$ cat src/rtl/rgbmono_ram.sv
// Generic simple dual-port RAM, one write and one registered read port.
module rgbmono_ram #(
  parameter int WIDTH = 8,
  parameter int DEPTH = 256
) (
  input  logic                                      clk,
  input  logic                                      wr_en,
  input  logic [((DEPTH > 1) ? $clog2(DEPTH) : 1)-1:0] wr_addr,
  input  logic [WIDTH-1:0]                          wr_data,
  input  logic                                      rd_en,
  input  logic [((DEPTH > 1) ? $clog2(DEPTH) : 1)-1:0] rd_addr,
  output logic [WIDTH-1:0]                          rd_data
);
  logic [WIDTH-1:0] mem [DEPTH];

  // read-during-write returns old data
  always_ff @(posedge clk) begin
    if (wr_en) begin
      mem[wr_addr] <= wr_data;
    end
    if (rd_en) begin
      rd_data <= mem[rd_addr];
    end
  end
endmodule

$ cat config.mk
export PLATFORM = sky130hd
export DESIGN_NAME = rgbmono_ram
export DESIGN_NICKNAME = d
export VERILOG_FILES = /design/src/rtl/rgbmono_ram.sv
export SDC_FILE = /design/constraint.sdc
export NUM_CORES = 2
export LEC_CHECK = 0
export ABC_AREA = 1
export CAP_MARGIN = 5
export CORE_MARGIN = 8
export CORE_UTILIZATION = 30
export CTS_BUF_LIST = sky130_fd_sc_hd__clkbuf_8
export DETAILED_ROUTE_END_ITERATION = 10
export DONT_BUFFER_PORTS = 1
export GPL_TIMING_DRIVEN = 0
export PLACE_DENSITY = 0.47
export SYNTH_ARGS = -nofsm -noshare
export SYNTH_HDL_FRONTEND = slang
export SYNTH_SLANG_ARGS = --single-unit
$ cat constraint.sdc
create_clock -name clk -period 2.13 [get_ports clk]
set_input_delay 0.426 -clock clk [delete_from_list [all_inputs] [get_ports clk]]
set_output_delay 0.426 -clock clk [all_outputs]
set_load 0.1 [all_outputs]
==> flow_summary_export.csv <==
group,metric,value,unit
status,status,"finished, violations left",
status,violations,"hold timing, setup timing",
global_routing,grt_max_degree,257,
final_layout,syn2layout_area_growth,15.8,%
clock_tree,clock_tree.buffer_depth,4,
final_layout,fin_nets,7440,
global_routing,overflow,0,
worst_setup_path,r2r_start,"mem[199][2]",
die,rows,193,
pwr,leakage,33.8,nW
worst_setup_path,cp_max_fo,10,
timing,hold_viol,869,
route,drt-initial-drc-count,9232,
final_layout,final_common_cell,"nand2_1",
pwr,pwr-share-comb,0.076,
placement,place_hpwl,258000,microns
global_routing,grt_first_pass_wirelength,505000,microns
timing,whs,-463,ps
yosys,yosysSeqAreaShare,0.740,
timing,slew_headroom,0.0516,
timing,worst_slack,-224,ps
pwr,pwr_density_cell,885,mW/mm^2
worst_setup_path,worstPathRequired,2930,ps
route,wl_per_cell,33.9,microns
timing,fin_crit_sh,1.11,
hold_path,hold_start,"wr_data[1]",
timing,setup_viol,301,
worst_setup_path,critPathLaunchType,"input pin",
yosys,syn-num-nets,7030,
die,die_x,544,microns
yosys,synth_cell_types,13,
worst_setup_path,ff2ff_path_depth,10,
clock_tree,clock-sinks,2056,
route,drtAntennaViolNets,0,
clock_tree,postCtsSetupBuffers,0,
pwr,p_int,63.1,mW
timing,drv_slew,0,
die,ios,35,
yosys,synth_cells,7003,
clock_tree,htree_levels,5,
yosys,synth.avg_cell_area,11.9,sq um
die,core,0.277,sq mm
timing,max_freq,425,MHz
timing,clock_skew,72.2,ps
clock_tree,root_buffer,"clkbuf_8",
pwr,power_frac_clock,0.401,
placement,place_congestion,1.00,
timing,min_period,2350,ps
pwr,ir_drop,0.486,mV
clock_tree,clk_latency,1040,ps
pwr,switching_share,0.263,
route,drt_pass1_iterations,8,
clock_tree,numCtsBuffers,366,
worst_setup_path,r2r_setup_slack,-80,ps
worst_setup_path,startpoint,"rd_addr[2]",
clock_tree,tritoncts,"built",
pwr,switchingPower,22.5,mW
final_layout,drive_gt1_frac,0.138,
job,max_cap_violations,0,
route,vias,62100,
placement,placed_cells,10700,
pwr,pwr-share-seq,0.523,
timing,tightest_slew,1420,ps
route,vias_per_cell,5.45,
final_layout,final_cell_mix,"nand2_1 (2121), edfxtp_1 (2056), nand3_1 (1947)",
global_routing,grt_antenna_before_repair,28,
yosys,ys_warn_count,0,
die,die_h,544,microns
timing,setup_tns,-20080,ps
global_routing,grt_pass1_vias,56800,
worst_setup_path,crit_path_end_kind,"flip-flop",
clock_tree,clk_pin_slew,60,ps
placement,port_buffers,0,
worst_setup_path,crit_arrival,3160,ps
die,fp.dieArea,0.295,sq mm
yosys,syn_area,0.0835,sq mm
die,start_util,0.302,
hold_path,hold_depth,0,
worst_setup_path,worstSetupPathType,"input pin to flip-flop",
route,postRouteWirelength,386000,microns
route,drc,0,
final_layout,final_cell_count_no_fill,11400,
hold_path,hp-class,"input pin to flip-flop",
global_routing,grtUsageTotal,0.251,
yosys,synth_seq_cells,2056,
timing,rsz0062_at_grt,"true",
## Yosys cell counts, drive strengths merged
master | instances | area, sq um
buf | 371 | 2030
clkbuf | 112 | 420
edfxtp | 2056 | 61700
inv | 39 | 149
nand2 | 2123 | 7970
nand3 | 2019 | 10100
nor2 | 283 | 1060
## sequential cells by signal (all words and copies together), names as in the netlist
register  flops
mem        2048
rd_data       8
## critical path: stages
cell     delay [ps]
buf_2           190
inv_1           150
buf_2           300
buf_2           450
nand3_1         330
nand3_1         220
nand3_1         200
nand3_1         270
nand3_4         150
nand2_1         170
nand2_1         100
nand2_1         170
## power by group through the flow
stage | sequential [mW] | combinational, mW | clock (mW)
floorplan | 45.6 | 2.75 | 0
global placement | 45.6 | 5.79 | 0
detailed placement | 45.6 | 5.83 | 0
CTS | 44.8 | 5.98 | 34.5
global route | 44.8 | 6.57 | 36.2
finish | 44.8 | 6.49 | 34.3
## stage by stage
step                cell area, sq um  utilization  worst slack [ps]  total power [mW]  hold slack, ps
floorplan                      83500            -               213              48.4             525
global placement               88100        0.318             -2600              51.4             539
detailed placement             88600        0.320             -2410              51.4             539
CTS                            95800        0.346              -299              85.2            -436
global route                   96600        0.349              -268              87.5            -483
finish                         96700        0.349              -224              85.6            -463
## area by class of cell
| type | count | area [sq um] |
|---|---|---|
| Fill cell | 27600 | 180000 |
| Sequential cell | 2056 | 61700 |
| Multi-Input combinational cell | 4425 | 19900 |
| Clock buffer | 370 | 5090 |
| Tap cell | 3705 | 4640 |
| Buffer | 483 | 3240 |
| Clock inverter | 255 | 1330 |
| Timing Repair Buffer | 42 | 561 |
| Inverter | 39 | 151 |
| Antenna cell | 22 | 55.1 |
## final timing paths
kind | end
setup / recovery | rd_data[2]
hold / removal | mem[170][1]
setup reg to reg | rd_data[2]
hold reg to reg | rd_data[0]
## layer usage
layer  part of all wire  vias to the layer above  track usage
met5            0.00015                        -      0.00273
met3               0.11                      732       0.0670
li1                   -                    25800            -
met1               0.40                    31600        0.340
met2               0.43                     3969        0.371
met4              0.054                        6        0.125
## cells by family after synthesis
| family | share of synthesized area |
|---|---|
| buffers and inverters | 0.0312 |
| flip-flops | 0.740 |
| AND/OR/NAND/NOR | 0.229 |
## timing repair
item	CTS	global route
gates resized for setup	277	234
hold buffers	2	4
endpoints found under the setup margin	161	259
hold endpoints to repair	2064	1888
pin swaps	2	12
(Power assumes the default switching activity.)
