File: src/rtl/rgbmono_pkg.sv
// Shared constants and types for the RGB565 to 1bpp framebuffer packer.
package rgbmono_pkg;

  // Panel geometry
  localparam int FB_COLS      = 1440;
  localparam int FB_ROWS      = 720;
  localparam int FB_PITCH     = (FB_COLS + 7) / 8;
  localparam int FB_BYTES     = FB_PITCH * FB_ROWS;
  localparam int FB_AW        = (FB_BYTES > 1) ? $clog2(FB_BYTES) : 1;
  localparam int COL_W        = $clog2(FB_COLS);
  localparam int ROW_W        = (FB_ROWS > 1) ? $clog2(FB_ROWS) : 1;

  // Luma weights, they sum to 256
  localparam logic [15:0] LUMA_WR = 16'd76;
  localparam logic [15:0] LUMA_WG = 16'd150;
  localparam logic [15:0] LUMA_WB = 16'd30;

  localparam logic [7:0] THRESH_RESET = 8'd128;
  localparam logic [7:0] BYTE_WHITE   = 8'hFF;
  localparam logic [7:0] MSB_MASK     = 8'h80;

  // Opcodes
  localparam logic OP_PIXEL = 1'b0;
  localparam logic OP_FLUSH = 1'b1;

  // Result actions
  localparam logic [2:0] ACT_DROP    = 3'd0;
  localparam logic [2:0] ACT_WRITE   = 3'd1;
  localparam logic [2:0] ACT_NONE    = 3'd2;
  localparam logic [2:0] ACT_PARTIAL = 3'd3;
  localparam logic [2:0] ACT_FULL    = 3'd4;

  // Front-end result for one pixel
  typedef struct packed {
    logic             on_panel;
    logic [FB_AW-1:0] addr;
    logic [7:0]       mask;
    logic             white;
    logic [ROW_W-1:0] row;
  } pix_info_t;

endpackage

File: src/rtl/rgbmono_pix_calc.sv
// Pixel front end: panel bounds, byte address, bit mask and luma threshold.
module rgbmono_pix_calc import rgbmono_pkg::*; (
  input  logic [15:0] pos_x,
  input  logic [15:0] pos_y,
  input  logic [15:0] pixel_color,
  input  logic [7:0]  threshold,
  output pix_info_t   info
);
  logic [COL_W-1:0] col;
  logic [ROW_W-1:0] row;
  logic [4:0]       r5, b5;
  logic [5:0]       g6;
  logic [7:0]       r8, g8, b8;
  logic [15:0]      luma_sum;

  assign col = pos_x[COL_W-1:0];
  assign row = pos_y[ROW_W-1:0];

  // sign bit set means negative, then compare as unsigned
  assign info.on_panel = !pos_x[15] && !pos_y[15] &&
                         (pos_x < 16'(FB_COLS)) && (pos_y < 16'(FB_ROWS));
  assign info.addr = FB_AW'(row) * FB_AW'(FB_PITCH) + FB_AW'(col >> 3);
  assign info.mask = MSB_MASK >> col[2:0];
  assign info.row  = row;

  // channel expansion by bit replication
  assign r5 = pixel_color[15:11];
  assign g6 = pixel_color[10:5];
  assign b5 = pixel_color[4:0];
  assign r8 = {r5, r5[4:2]};
  assign g8 = {g6, g6[5:4]};
  assign b8 = {b5, b5[4:2]};

  // weights sum to 256, so the total fits 16 bits
  assign luma_sum = 16'(r8) * LUMA_WR + 16'(g8) * LUMA_WG + 16'(b8) * LUMA_WB;
  assign info.white = (luma_sum[15:8] >= threshold);
endmodule

File: config.mk
export PLATFORM = sky130hd
export DESIGN_NAME = rgbmono_pix_calc
export DESIGN_NICKNAME = d
export VERILOG_FILES = /design/src/rtl/rgbmono_pkg.sv /design/src/rtl/rgbmono_pix_calc.sv
export SDC_FILE = /design/constraint.sdc
export NUM_CORES = 1
export LEC_CHECK = 0
export ABC_CLOCK_PERIOD_IN_PS = 11800
export BUFFER_PORTS_ARGS = -buffer_cell sky130_fd_sc_hd__buf_2
export CAP_MARGIN = 20
export CORE_UTILIZATION = 35
export DETAILED_ROUTE_END_ITERATION = 7
export PLACE_DENSITY = 0.59
export SYNTH_ARGS = -nofsm -noshare
export SYNTH_HDL_FRONTEND = slang
export SYNTH_SLANG_ARGS = --single-unit
File: constraint.sdc
create_clock -name vclk -period 11.8
set_clock_uncertainty 0.05 [all_clocks]
set_input_delay 1.18 -clock vclk [all_inputs]
set_output_delay 1.18 -clock vclk [all_outputs]
set_load 0.03 [all_outputs]
==> metrics.md, run 1 <==
| Metric | Value |
|---|---|
| Crit path capture | info[10] |
| Io pins | 93 |
| Num sequential | 0 |
| Most common cell after layout, fill and taps aside | inv_1 |
| Max-slew violation count | 0 |
| Nets | 872 |
| Unrepaired setup endpoints after global routing | false |
| First-pass GRT wire length | 17.17 mm |
| Router iterations before antenna repair | 4 |
| Via count of the first global-routing pass | 3991 |
| Hold Fails Final Rpt | 0 |
| Int Power | 0.0006203 W |
| Pin count of the biggest net entering global routing | 9 |
| # fillers | 1356 |
| # clk buffers | 0 |
| Slew headroom | 68.76% |
| Max-cap violations | 0 |
| CP max FO | 8 |
| Synthesized area | 4800 um^2 |
| Setup crit end kind | output pin |
| Hold WS | 2.310 ns |
| Clock group share of total power | 0% |
| Vias | 3872 |
| Starting DRT DRC Count | 112 |
| Peak supply drop | 0.3792 mV |
| Post-CTS Hold Buffers | 0 |
| Leak | 3.047 nW |
| Post-layout instance area | 5378 um^2 |
| Most frequent cells in the layout | inv_1 (128), ha_1 (127), buf_2 (89) |
| Crit path from | pixel_color[9] |
| Setup bufs post-CTS | 0 |
| NetSw | 0.0007957 W |
| Status | completed |
| Sequential share of the synthesized area | 0% |
| Critical path class | in2out |
| Slew @ Worst Pin | 0.4658 ns |
| Syn Inst Count | 561 |
| Register Area | 0 um^2 |
| Initial antenna violation count | 0 |
| Grt ovf | 0 |
| Required @ worst endpoint | 10.57 ns |
| Syn_area_per_cell | 8.555 um^2 |
| Die H | 119.1 um |
| Synth-to-layout area growth | 12.04% |
| Routed WL per cell | 11.69 um |
| Pwr/cell area | 263.3 nW/um^2 |
| Synth unique cells | 49 |
| Final worst-path cycle share | 68.63% |
| Ys Warns | 0 |
| Port Buf Inserts | 89 |
| Syn Nets | 793 |
| Comb power frac | 100.0% |
| Total die area | 14190 um^2 |
| Worst EP arrival | 6.87 ns |
| Net Sw Frac | 56.19% |
| Worst hold path type | in2out |
| Post-layout min period | 8.099 ns |
| GP Congestion | 0.8142 |
| Row Count | 42 |
| Fmax | 123.5 MHz |
| GRT Overall Usage | 14.18% |
| DRT Wirelength | 9.526 mm |
| Crit path launch type | primary input |
| DRC violations left | 0 |
| Via/cell ratio | 4.751 |
| Setup TNS | 0 ns |
| Layout cells sized above 1 | 16.61% |
| ANT nets after route | 0 |
| Core footprint | 13300 um^2 |
| Flop pwr share | 0% |
| Detailed Place HPWL | 8.818 mm |
| Die width | 119.1 um |
| Initial core utilization | 36.10% |
| Final Setup Violations | 0 |
| Dpl cell area | 5375 um^2 |
| Resize count post-CTS | 0 |
## worst max-delay path, cell delays in order
cell and delay, ns:
buf_2 0.20, ha_1 0.27, ha_1 0.27, inv_1 0.05, fa_1 0.50, fa_1 0.52, inv_1 0.04, ha_1 0.32
o21a_1 0.14, a2111oi_2 0.41, nor2_1 0.12, xnor2_1 0.16, fa_1 0.51, inv_1 0.04, ha_1 0.34, a21oi_1 0.16
nor2b_1 0.09, a211o_1 0.30, a21oi_1 0.18, xnor2_1 0.14, ha_1 0.25, or2_2 0.30, a21oi_1 0.16, a21oi_1 0.05
buf_2 0.18
## worst min-delay path by stage
| stage | to | startpoint | cells past startpoint | slack, ns |
|---|---|---|---|---|
| after detailed placement | info[19] | pos_x[3] | 0 | 2.31 |
| after global placement | info[19] | pos_x[3] | 0 | 2.31 |
| after CTS | info[19] | pos_x[3] | 0 | 2.31 |
| after global routing | info[20] | pos_x[4] | 0 | 2.31 |
| after floorplan | info[13] | pos_x[1] | 1 | 2.42 |
| final | info[20] | pos_x[4] | 0 | 2.31 |
## cell families after synthesis
| family | Yosys count | share of synthesized area [%] |
|---|---|---|
| buffers and inverters | 140 | 11.89 |
| xor gates and xnor gates | 55 | 10.04 |
| adders and majority gates | 176 | 53.55 |
| AOI/OAI and AO/OA | 104 | 14.70 |
| and+or+nand+nor | 86 | 9.828 |
## per-stage QoR
stage,util (%),setup WS (ns),total power [W],cells
3_3_place_gp,40.43,3.820,0.001394,814
2_1_floorplan,-,4.185,0.001143,561
6_report,40.45,3.701,0.001416,815
4_1_cts,40.43,3.659,0.001436,814
3_5_place_dp,40.43,3.700,0.001427,814
5_1_grt,40.43,3.351,0.001649,814
## routing by layer
metal | track usage (%) | part of all wire (%)
met5 | 0 | 0
met4 | 0.6329 | 0.50
met3 | 0.3352 | 2.8
met2 | 27.83 | 51
met1 | 17.84 | 46
## power groups by stage
| stage | Combinational (W) | Clock [W] | Sequential (W) |
|---|---|---|---|
| after floorplan | 0.00114 | 0 | 0 |
| after global placement | 0.00139 | 0 | 0 |
| after detailed placement | 0.00143 | 0 | 0 |
| after CTS | 0.00144 | 0 | 0 |
| after global routing | 0.00165 | 0 | 0 |
| final | 0.00142 | 0.0000000000113 | 0 |
## synth_stat cells, types with 5 or more instances
cell	instances	area [um^2]
a21o_1	19	142.6
a21oi_1	32	160.2
buf_4	12	90.09
fa_1	49	980.9
ha_1	127	1589
inv_1	128	480.5
nand2_1	15	56.30
nand3_1	6	30.03
nor2_1	21	78.83
nor2b_1	5	31.28
nor3_1	7	35.03
o21ai_0	16	80.08
or2_2	5	31.28
xnor2_1	36	315.3
xor2_1	19	166.4
## final cells by class
class,instances,area (um^2),area share [%]
Inverter,128,480.5,8.934
Timing Repair Buffer,89,445.4,8.283
Tap cell,176,220.2,4.095
Multi-Input combinational cell,421,4229,78.64
Antenna cell,1,2.502,0.04653
Power figures use the tool's default switching activity.
==> run 2, diff against run 1 <==
--- a/config.mk
+++ b/config.mk
@@ -5,12 +5,12 @@
 export SDC_FILE = /design/constraint.sdc
 export NUM_CORES = 1
 export LEC_CHECK = 0
-export ABC_CLOCK_PERIOD_IN_PS = 11800
+export ABC_CLOCK_PERIOD_IN_PS = 6600
 export BUFFER_PORTS_ARGS = -buffer_cell sky130_fd_sc_hd__buf_2
 export CAP_MARGIN = 20
 export CORE_UTILIZATION = 35
 export DETAILED_ROUTE_END_ITERATION = 7
-export PLACE_DENSITY = 0.59
+export PLACE_DENSITY = 0.61
 export SYNTH_ARGS = -nofsm -noshare
 export SYNTH_HDL_FRONTEND = slang
 export SYNTH_SLANG_ARGS = --single-unit
==> constraint.sdc (replaced) <==
create_clock -name vclk -period 6.6
set_clock_uncertainty 0.05 [all_clocks]
set_input_delay 0.66 -clock vclk [all_inputs]
set_output_delay 0.66 -clock vclk [all_outputs]
set_load 0.03 [all_outputs]
==> run 2 against run 1 <==
Effect of this change:
- wire length rose by 7.9%
- critical endpoint unchanged
- final area rose by 8.6%
- die area unchanged
- critical path depth is 1 lower
- sequential share of layout area stayed put
- via count grew 5.1%
- global-route usage is 0.83 points higher
- non-clock buffer count up 43
- highest routed layer unchanged
- combinational power up 110%
- flip-flop and latch count did not move
==> metrics.md, run 2 (synthesis gave the netlist of run 1 again) <==
| Metric | Value |
|---|---|
| Status | completed |
| Final Setup Violations | 0 (unchanged) |
| Peak supply drop | 0.9023 mV (+140%) |
| Hold Fails Final Rpt | 0 (unchanged) |
| Critical path class | in2out |
| Total die area | 14190 um^2 (unchanged) |
| Register Area | 0 um^2 (unchanged) |
| Initial antenna violation count | 0 (unchanged) |
| Router iterations before antenna repair | 4 (unchanged) |
| # fillers | 1340 (-1.2%) |
| Vias | 4068 (+5.1%) |
| GP Congestion | 0.8282 (+1.7%) |
| Leak | 3.266 nW (+7.2%) |
| Comb power frac | 100.0% (about the same) |
| Row Count | 42 (unchanged) |
| Detailed Place HPWL | 9.286 mm (+5.3%) |
| Pwr/cell area | 508.5 nW/um^2 (+93%) |
| First-pass GRT wire length | 18.19 mm (+5.9%) |
| # clk buffers | 0 (unchanged) |
| Total power | 0.002969 W (+110%) |
| Max-slew violation count | 0 (unchanged) |
| Pin count of the biggest net entering global routing | 9 (unchanged) |
| Unrepaired setup endpoints after global routing | true |
| Io pins | 93 (unchanged) |
| Post-layout utilization of the core | 43.91% (+3.5 points) |
| Slew headroom | 66.25% (-2.5 points) |
| Die H | 119.1 um (unchanged) |
| Clock group share of total power | 0% (unchanged) |
| Initial core utilization | 36.10% (unchanged) |
| Die width | 119.1 um (unchanged) |
| Required @ worst endpoint | 5.89 ns (-4.68 ns) |
| Nets | 915 (+4.9%) |
| N_diodes | 0 (-1) |
| Worst hold path type | in2out |
| Setup crit end kind | output pin |
| Setup TNS | 0 ns (unchanged) |
| Worst EP arrival | 5.88 ns (-0.99 ns) |
| Int Power | 0.001411 W (+130%) |
| CP max FO | 3 (-5) |
| Via count of the first global-routing pass | 4309 (+8.0%) |
| Via/cell ratio | 4.747 (about the same) |
| Most common cell after layout, fill and taps aside | inv_1 |
| ANT nets after route | 0 (unchanged) |
| DRC violations left | 0 (unchanged) |
| Grt ovf | 0 (unchanged) |
| NetSw | 0.001558 W (+96%) |
| Net Sw Frac | 52.49% (-3.7 points) |
| Port Buf Inserts | 89 (unchanged) |
| Max-cap violations | 0 (unchanged) |
| Starting DRT DRC Count | 89 (-21%) |
| DRT Wirelength | 10.28 mm (+7.9%) |
| Num sequential | 0 (unchanged) |
| Flop pwr share | 0% (unchanged) |
| Most frequent cells in the layout | inv_1 (124), ha_1 (121), buf_2 (86) |
| Crit path launch type | primary input |
| Fmax | 151.8 MHz |
| Layout cells sized above 1 | 24.67% (+8.1 points) |
| Post-layout min period | 6.586 ns |
| Routed WL per cell | 11.99 um (+2.6%) |
| Core footprint | 13300 um^2 (unchanged) |
| Final worst-path cycle share | 99.78% |
| Synth-to-layout area growth | 21.64% |
| Slew @ Worst Pin | 0.5033 ns (+0.03746 ns) |
| GRT Overall Usage | 15.01% (+0.83 points) |
run 2: cell count changes in the layout (fill, tap and decap cells not counted), sizes merged:
cell | previous run | this run
buf | 89 | 132
diode | 1 | 0
run 2: critical path, cell delays in order:
cell     delay (ns)
buf_8          0.11
ha_4           0.24
ha_4           0.25
inv_2          0.03
fa_1           0.49
fa_1           0.55
inv_2          0.05
ha_4           0.21
or3_4          0.36
a41o_1         0.26
a21oi_2        0.14
xor2_1         0.20
fa_1           0.46
inv_2          0.08
ha_4           0.20
and3_4         0.17
a211o_1        0.31
a21oi_2        0.15
xnor2_1        0.13
ha_1           0.25
or2_4          0.23
a21oi_2        0.11
a21oi_1        0.05
buf_4          0.17
run 2: power groups by stage:
| stage | combinational [W] | clock, W | sequential [W] |
|---|---|---|---|
| 3_5_place_dp | 0.00279 | 0 | 0 |
| 3_3_place_gp | 0.00270 | 0 | 0 |
| 5_1_grt | 0.00341 | 0 | 0 |
| 4_1_cts | 0.00296 | 0 | 0 |
| 2_1_floorplan | 0.00204 | 0 | 0 |
| 6_report | 0.00297 | 0 | 0 |
run 2: through the flow:
stage	hold slack, ns	area [um^2]	worst slack, ns	instances
finish	1.270	5838	0.01422	857
global route	1.270	5838	-0.2629	857
CTS	1.270	5786	0.01779	856
detailed placement	1.270	5675	-0.3727	854
global placement	1.270	5675	-0.2617	854
floorplan	1.382	4800	0.02493	561
run 2: cell type report:
cell class,count,area [um^2],share of cell area (%)
well taps,176,220.2,3.772
inverters,128,480.5,8.230
multi-input cells,421,4350,74.52
repair buffers,132,787.0,13.48
run 2: final timing paths:
path	start	endpoint	cells past startpoint
max	pixel_color[9]	info[10]	24
min	pos_x[4]	info[20]	0
run 2: what timing repair did:
| action | in CTS | in global routing |
|---|---|---|
| resized for setup | 14 | 16 |
| hold buffers | 0 | 0 |
| pin swaps | 12 | 23 |
| endpoints found under the setup margin | 1 | 1 |
| buffers inserted | 2 | 1 |
run 2: layer usage:
metal / up-vias / track usage (%) / part of all wire, %
li1: 2105 / - / -
met1: 1891 / 17.90 / 44
met2: 66 / 30.45 / 53
met3: 6 / 0.3352 / 2.4
met5: - / 0 / 0
met4: 0 / 1.187 / 0.81
